`src/rtl/psd_pkg.sv`:
```
// Shared types and constants for the point-to-segment distance block.
`timescale 1ns / 1ps
package psd_pkg;

	localparam int COORD_BITS_DEF = 16;
	localparam int FRAC_BITS_DEF  = 8;
	localparam int DIST_W         = 25;
	localparam logic [DIST_W-1:0] DIST_MAX = '1;

	typedef enum logic [1:0] {
		CASE_DEGEN    = 2'd0,
		CASE_START    = 2'd1,
		CASE_END      = 2'd2,
		CASE_INTERIOR = 2'd3
	} case_t;

	// Per-item control that travels beside the datapath.
	typedef struct packed {
		logic  valid;
		case_t code;
	} tag_t;

endpackage

```
`src/rtl/psd_sqrt.sv`:
```
// Pipelined integer square root, one root bit per stage.
`timescale 1ns / 1ps
module psd_sqrt
	import psd_pkg::*;
#(
	parameter int CW = COORD_BITS_DEF,
	parameter int FB = FRAC_BITS_DEF
) (
	input  logic                                 clk,
	input  logic                                 arst_n,
	input  logic                                 en,
	input  tag_t                                 in_tag,
	input  logic [2*CW+2*FB:0]                   rad,
	output tag_t                                 out_tag,
	output logic [(2*CW+2*FB+2)/2-1:0]           root
);
	localparam int QW = 2 * CW + 1 + 2 * FB;
	localparam int RW = (QW + 1) / 2;
	localparam int MW = RW + 2;

	logic [RW:0]       vld_s;
	case_t             code_s [RW+1];
	logic [MW-1:0]     rem_s  [RW+1];
	logic [RW-1:0]     root_s [RW+1];
	logic [2*RW-1:0]   rad_s  [RW+1];

	assign vld_s[0]  = in_tag.valid;
	assign code_s[0] = in_tag.code;
	assign rem_s[0]  = '0;
	assign root_s[0] = '0;
	assign rad_s[0]  = (2*RW)'(rad);

	for (genvar k = 0; k < RW; k++) begin : g_stage
		logic [MW+1:0] cur, trial, diff;
		logic          ge;

		always_comb begin
			cur   = {rem_s[k], rad_s[k][2*RW-1:2*RW-2]};
			trial = (MW+2)'({root_s[k], 2'b01});
			ge    = cur >= trial;
			diff  = cur - trial;
		end

		always_ff @(posedge clk or negedge arst_n) begin
			if (!arst_n) begin
				vld_s[k+1] <= 1'b0;
			end else if (en) begin
				vld_s[k+1] <= vld_s[k];
			end
		end

		always_ff @(posedge clk) begin
			if (en) begin
				code_s[k+1] <= code_s[k];
				rem_s[k+1]  <= ge ? diff[MW-1:0] : cur[MW-1:0];
				root_s[k+1] <= {root_s[k][RW-2:0], ge};
				rad_s[k+1]  <= rad_s[k] << 2;
			end
		end
	end

	assign out_tag.valid = vld_s[RW];
	assign out_tag.code  = code_s[RW];
	assign root          = root_s[RW];

endmodule

```
`config.mk`:
```
export PLATFORM = sky130hd
export DESIGN_NAME = psd_sqrt
export DESIGN_NICKNAME = d
export VERILOG_FILES = /design/src/rtl/psd_pkg.sv /design/src/rtl/psd_sqrt.sv
export SDC_FILE = /design/constraint.sdc
export NUM_CORES = 2
export LEC_CHECK = 0
export BUFFER_PORTS_ARGS = -buffer_cell sky130_fd_sc_hd__buf_4
export CAP_MARGIN = 20
export CORE_ASPECT_RATIO = 1.4
export CORE_MARGIN = 2
export CORE_UTILIZATION = 45
export CTS_BUF_LIST = sky130_fd_sc_hd__clkbuf_16
export DETAILED_ROUTE_END_ITERATION = 7
export PLACE_DENSITY_LB_ADDON = 0.25
export SLEW_MARGIN = 25
export SYNTH_ARGS = -nofsm -noshare
export SYNTH_HDL_FRONTEND = slang
export SYNTH_SLANG_ARGS = --single-unit
```
`constraint.sdc`:
```
create_clock -name clk -period 3.5 [get_ports clk]
set_clock_uncertainty 0.15 [all_clocks]
set_input_delay 0.525 -clock clk [delete_from_list [all_inputs] [get_ports clk]]
set_output_delay 0.525 -clock clk [all_outputs]
set_load 0.005 [all_outputs]
```
[After elaboration in Yosys (flattened, before gate mapping)]
Index checks and enable logic that the tools add are counted.
Storage, ports and cells
  register bits: 1623
  input port bits: 55
  logic and storage cells: 197
Operators by class
  add/sub/neg operators: 24
  $lt $le $gt $ge: 25
  multiplexer cells: 24
Operators by type and width (count)
  $mux W27: 23
  $ge A29 B10 Y1: 1
  $ge A29 B11 Y1: 1
  $ge A29 B12 Y1: 1
  $ge A29 B13 Y1: 1
  $ge A29 B14 Y1: 1
  $ge A29 B15 Y1: 1
  $ge A29 B16 Y1: 1
  $ge A29 B17 Y1: 1
  $ge A29 B18 Y1: 1
  $ge A29 B19 Y1: 1
  $ge A29 B20 Y1: 1
  $ge A29 B21 Y1: 1
  $ge A29 B22 Y1: 1
  $ge A29 B23 Y1: 1
  $ge A29 B24 Y1: 1
  $ge A29 B25 Y1: 1
  $ge A29 B26 Y1: 1
  $ge A29 B3 Y1: 1
  $ge A29 B4 Y1: 1
  $ge A29 B5 Y1: 1
  $ge A29 B6 Y1: 1
  $ge A29 B7 Y1: 1
  $ge A29 B8 Y1: 1
  27 further kinds: 27

[Logic depth before layout (Yosys ltp)]
  depth after elaboration: 2
  depth in mapped cells: 14

[Worst setup path before layout]
No wires, ideal clock.
  path kind: register to register
  start point: register rem_s, in the netlist g_stage[21].cur[10]
  end point: register rem_s, in the netlist g_stage[22].cur[18], data pin
  setup time: 0.269 ns
  arrival: 3.075 ns
  data required time: 3.081 ns
  slack: 0.006 ns
  stages on the path, launching flop included: 12
  buffers on the path: 3
  clock period less this slack: 3.494 ns
  cell sequence: edfxtp_1 ha_1 clkbuf_1 a21oi_1 or3b_2 o21ai_0 a21oi_1 a311oi_1 o21a_1 clkbuf_1 clkbuf_1 o21ai_0
On the way
  longest elaborated chain between the ends: 2
  elaborated cells on any way between the ends: 3
  those cells by class: 1 x add/sub; 1 x order compare; 1 x mux
RTL lines
  from (decl): line psd_sqrt.sv:23  | logic [MW-1:0] rem_s [RW+1];
  from (signal, indexed assignment): line psd_sqrt.sv:55  | rem_s[k+1] <= ge ? diff[MW-1:0] : cur[MW-1:0];
  $sub A27 B23 Y27 / $ge A29 B23 Y1 (equally long branches): line psd_sqrt.sv:41, psd_sqrt.sv:40
  $mux W27 (*): line psd_sqrt.sv:55
Every way passes the cells marked *; elsewhere a longest branch is shown, timed or not.
A chain may end at the register's enable or synchronous reset.

[Final worst setup path]
  start point: register rem_s, in the netlist g_stage[8].cur[13]
  end point: register rem_s, in the netlist g_stage[9].cur[17], data pin
On the way
  longest elaborated chain between the ends: 2
  elaborated cells on any way between the ends: 3
  those cells by class: 1 x add/sub; 1 x order compare; 1 x mux
RTL lines (line)
  $sub A27 B10 Y27 / $ge A29 B10 Y1 (equally long branches): psd_sqrt.sv:41, psd_sqrt.sv:40
  $mux W27 (*): psd_sqrt.sv:55
Marks and branches as above.

==> results.txt <==
die height - 481 um
routed via count - 43500
number of cells in the finished layout apart from fillers - 8209
worst skew pair latency - 0.78 ns
worst stage delay on the critical path - 0.56 ns
clock network fraction of total power - 0.332
total internal power - 38.2 mW
net count of the mapped netlist - 5912
Crit path required time - 3.88 ns
maximum ir drop on the vdd rail - 0.000537 V
Yosys reg bits - 1606
Pwr Total - 52.1 mW
Worst R2R Setup Slack - 0.09 ns
worst reg2reg path depth - 10
average instance area after synthesis - 13.3 sq um
clock tree buffer depth - 3
worst flop-to-flop path endpoint - g_stage[9].cur[17]$_DFFE_PP_
Post-Synthesis Cell Area - 0.0731 sq mm
result of the run - complete, no violations
die outline width - 345 um
global-route usage over all layers - 0.181
switching part of the total power - 0.268
detailed-route wire length on metal 1 - 53.1 mm
Levels on crit path - 10
commonest register cell after synthesis - sky130_fd_sc_hd__edfxtp_1
clock slew at reported path FFs - 0.06 ns
cell class contributing the biggest share of worst-path delay - simple AND/OR/NAND/NOR gates
Starting Density - 0.452
combinational share of power - 0.178
number of warnings printed during yosys synthesis - 0
met3 wire length - 4.57 mm
endpoint class of the critical path - flop
most common library cell in the layout ignoring fill and taps - sky130_fd_sc_hd__edfxtp_1
class of the most critical hold timing path - input pin to flop
number of inserted filler cells in the final layout - 13500
master of the slowest instance on the critical path - sky130_fd_sc_hd__or4_4
Nets - 6359
Peak Freq - 294 MHz
number of antenna violations at the first check in global routing - 2
register area share after synthesis - 0.658
HPWL after DPL - 109 mm
post-synthesis cell count - 5507
sequential fraction of design power - 0.490
proportion of layout cells with a drive suffix above 1 - 0.123
average wire length per cell after detail routing - 18.2 um
met2 wire length - 81.7 mm
startpoint of the worst-slack reg-to-reg timing path - g_stage[8].cur[13]$_DFFE_PP_
drc violations - 0
Worst Path Class, Setup - flop to flop
count of nets left with antenna violations after detail routing - 0
Inst Count DP - 7851
Period minus WS final - 3.41 ns
number of global-route vias before repair - 44300
I/O pin count - 83
count of unique library cells instantiated by Yosys - 90
Sequential cell area - 0.0481 sq mm
Via-to-Cell Ratio - 5.29
CP arrival - 3.78 ns
multi-input gate area in the final layout - 0.0233 sq mm
Synth async-reset ratio - 0.0156
top metal layer carrying routed signals - met4
final worst path period share - 0.973
number of design-rule violations left by the first detailed-router iteration - 2405
Slew Limit Fails - 0
Final setup violation count - 0
NetSw - 13.9 mW
start point of the critical path - g_stage[8].cur[13]$_DFFE_PP_
Post-synth EDFFs - 1581
cells along the critical path - or4_4 -> or3_4 -> or4_4 -> or3_4 -> a2111oi_4 -> buf_4 -> a21oi_2 -> nand2b_1 -> nor3_1 -> xor2_1
TritonCTS clock tree - built
count of TritonRoute iterations in the first routing pass - 7
type of element launching the critical path - flop
sum of routed wire length over all layers - 150 mm
leakage dissipation - 32.5 nW
TritonCTS buffer count - 161
count of max-cap constraint violations - 0
most frequent cells in the layout - sky130_fd_sc_hd__edfxtp_1, sky130_fd_sc_hd__inv_1, sky130_fd_sc_hd__nand2_1, sky130_fd_sc_hd__ha_1, sky130_fd_sc_hd__nor2_1
buffer and inverter count on the worst path - 1
final hold violation count - 0
number of rows created at floorplan - 175
power density over the cells - 617 mW/mm^2
H-tree level count - 4
signed area change from the synthesized netlist to the final layout - 15.6%
largest fanout on the critical path - 4
wire length of the first global-routing pass - 234 mm
sum of negative setup slack - 0 ns
number of clock sinks - 1606
root buf cell - sky130_fd_sc_hd__clkbuf_16
PortBufs - 82
largest net degree at the start of global routing - 109
worst slew pin tran - 0.646 ns
crit path to - g_stage[9].cur[17]$_DFFE_PP_
core outline area - 0.162 sq mm
full die area - 0.166 sq mm
normalized max-slew margin - 0.558
placer's final routability congestion estimate - 0.956
remaining global-route overflow - 0
[power by group through the flow]
| stage | clock (mW) | combinational, mW | sequential (mW) |
|---|---|---|---|
| after floorplan | 0 | 6.27 | 25.2 |
| after global placement | 0 | 8.90 | 25.8 |
| after detailed placement | 0 | 9.06 | 25.9 |
| after CTS | 17.9 | 9.16 | 25.5 |
| after global routing | 18.6 | 10.3 | 25.7 |
| final | 17.3 | 9.28 | 25.5 |
[area by class of cell]
| class | count | share of cell area |
|---|---|---|
| Timing Repair Buffer | 382 | 0.0405 |
| Inverter | 443 | 0.0197 |
| Clock inverter | 129 | 0.0143 |
| Sequential cell | 1606 | 0.569 |
| Multi-Input combinational cell | 3360 | 0.276 |
| Clock buffer | 164 | 0.0486 |
| Antenna cell | 1 | 0.0000296 |
| Tap cell | 2124 | 0.0315 |
[sequential cells by signal, indices dropped and copies added, names as in the netlist]
signal / count
g_stage.cur: 654
rad_s: 552
g_stage.trial: 300
code_s: 48
root: 25
vld_s: 24
out_tag: 3
[per-stage QoR]
stage / hold slack, ns / util / area, sq um / setup WS (ns)
2_1_floorplan: 0.0794 / - / 73100 / 0.00596
3_3_place_gp: 0.250 / 0.483 / 78200 / -0.0791
3_5_place_dp: 0.255 / 0.483 / 78200 / -0.0775
4_1_cts: 0.0502 / 0.520 / 84100 / 0.0158
5_1_grt: 0.0773 / 0.522 / 84500 / -0.0235
6_report: 0.0805 / 0.522 / 84500 / 0.0937
[repair_timing]
item	CTS	global route
buffers inserted	0	9
endpoints found under the hold margin	77	0
pin swaps	0	3
gates resized for setup	3	68
hold buffers	54	0
setup endpoints to repair	10	191
gates cloned	0	1
[synth_stat cells, types with 8 or more instances]
library cell	number	share of area
sky130_fd_sc_hd__mux2i_1	10	0.0014
sky130_fd_sc_hd__nand4_1	54	0.0046
sky130_fd_sc_hd__or4_1	37	0.0038
sky130_fd_sc_hd__a21oi_1	315	0.022
sky130_fd_sc_hd__nor3_1	130	0.0089
sky130_fd_sc_hd__nand3_1	82	0.0056
sky130_fd_sc_hd__nand2_1	368	0.019
sky130_fd_sc_hd__and2_1	13	0.0011
sky130_fd_sc_hd__o21ai_0	295	0.020
sky130_fd_sc_hd__nor2_1	318	0.016
sky130_fd_sc_hd__clkbuf_1	74	0.0038
sky130_fd_sc_hd__nand3b_1	17	0.0017
sky130_fd_sc_hd__nor2b_1	47	0.0040
sky130_fd_sc_hd__nand4b_1	11	0.0013
sky130_fd_sc_hd__o31ai_1	37	0.0038
sky130_fd_sc_hd__xor2_1	232	0.028
sky130_fd_sc_hd__inv_1	442	0.023
sky130_fd_sc_hd__o21bai_1	23	0.0024
sky130_fd_sc_hd__nand2b_1	72	0.0062
sky130_fd_sc_hd__dfrtp_1	25	0.0086
sky130_fd_sc_hd__a31oi_1	27	0.0023
sky130_fd_sc_hd__edfxtp_1	1581	0.65
sky130_fd_sc_hd__o41ai_1	9	0.0011
sky130_fd_sc_hd__a2111oi_0	10	0.0012
sky130_fd_sc_hd__a211oi_1	33	0.0034
sky130_fd_sc_hd__a211o_1	12	0.0014
sky130_fd_sc_hd__or3_1	58	0.0050
sky130_fd_sc_hd__nor3b_1	16	0.0016
sky130_fd_sc_hd__ha_1	350	0.060
sky130_fd_sc_hd__o21a_1	76	0.0078
sky130_fd_sc_hd__o211ai_1	14	0.0014
sky130_fd_sc_hd__a21o_1	120	0.012
sky130_fd_sc_hd__or2_2	33	0.0028
sky130_fd_sc_hd__and3_1	34	0.0029
sky130_fd_sc_hd__buf_1	11	0.00056
sky130_fd_sc_hd__a21boi_0	16	0.0016
sky130_fd_sc_hd__mux2_2	70	0.011
sky130_fd_sc_hd__nor4_1	69	0.0059
sky130_fd_sc_hd__buf_2	8	0.00055
sky130_fd_sc_hd__xnor2_1	246	0.029
[layer usage]
metal	track usage	vias up
met2	0.345	838
met5	0	-
li1	-	21300
met4	0.113	0
met3	0.0278	414
met1	0.181	20900
[kinds of logic (layout without fill, tap and decap cells)]
group / after synthesis / after routing / synth area share
DFF: 1606 / 1606 / 0.658
AOI/OAI and AO/OA: 1061 / 1061 / 0.0898
and+or+nand+nor: 1390 / 1390 / 0.0948
muxes: 80 / 80 / 0.0121
buffers and inverters: 541 / 1118 / 0.0282
other: 1 / 2 / 0.0000513
xor gates and xnor gates: 478 / 478 / 0.0573
adders and majority gates: 350 / 350 / 0.0599
[worst min path at each step]
stage | start | end | slack [ns] | cells after the start
2_1_floorplan | arst_n | out_tag[2]$_DFFE_PN0P_ | 0.08 | 0
6_report | en | rad_s[1223]$_DFFE_PP_ | 0.08 | 1
5_1_grt | en | rad_s[1223]$_DFFE_PP_ | 0.08 | 1
4_1_cts | en | rad_s[1223]$_DFFE_PP_ | 0.05 | 1
3_3_place_gp | rad_s[295]$_DFFE_PP_ | rad_s[247]$_DFFE_PP_ | 0.25 | 0
3_5_place_dp | code_s[18]$_DFFE_PP_ | code_s[16]$_DFFE_PP_ | 0.25 | 0
Power figures use the tool's default switching activity.
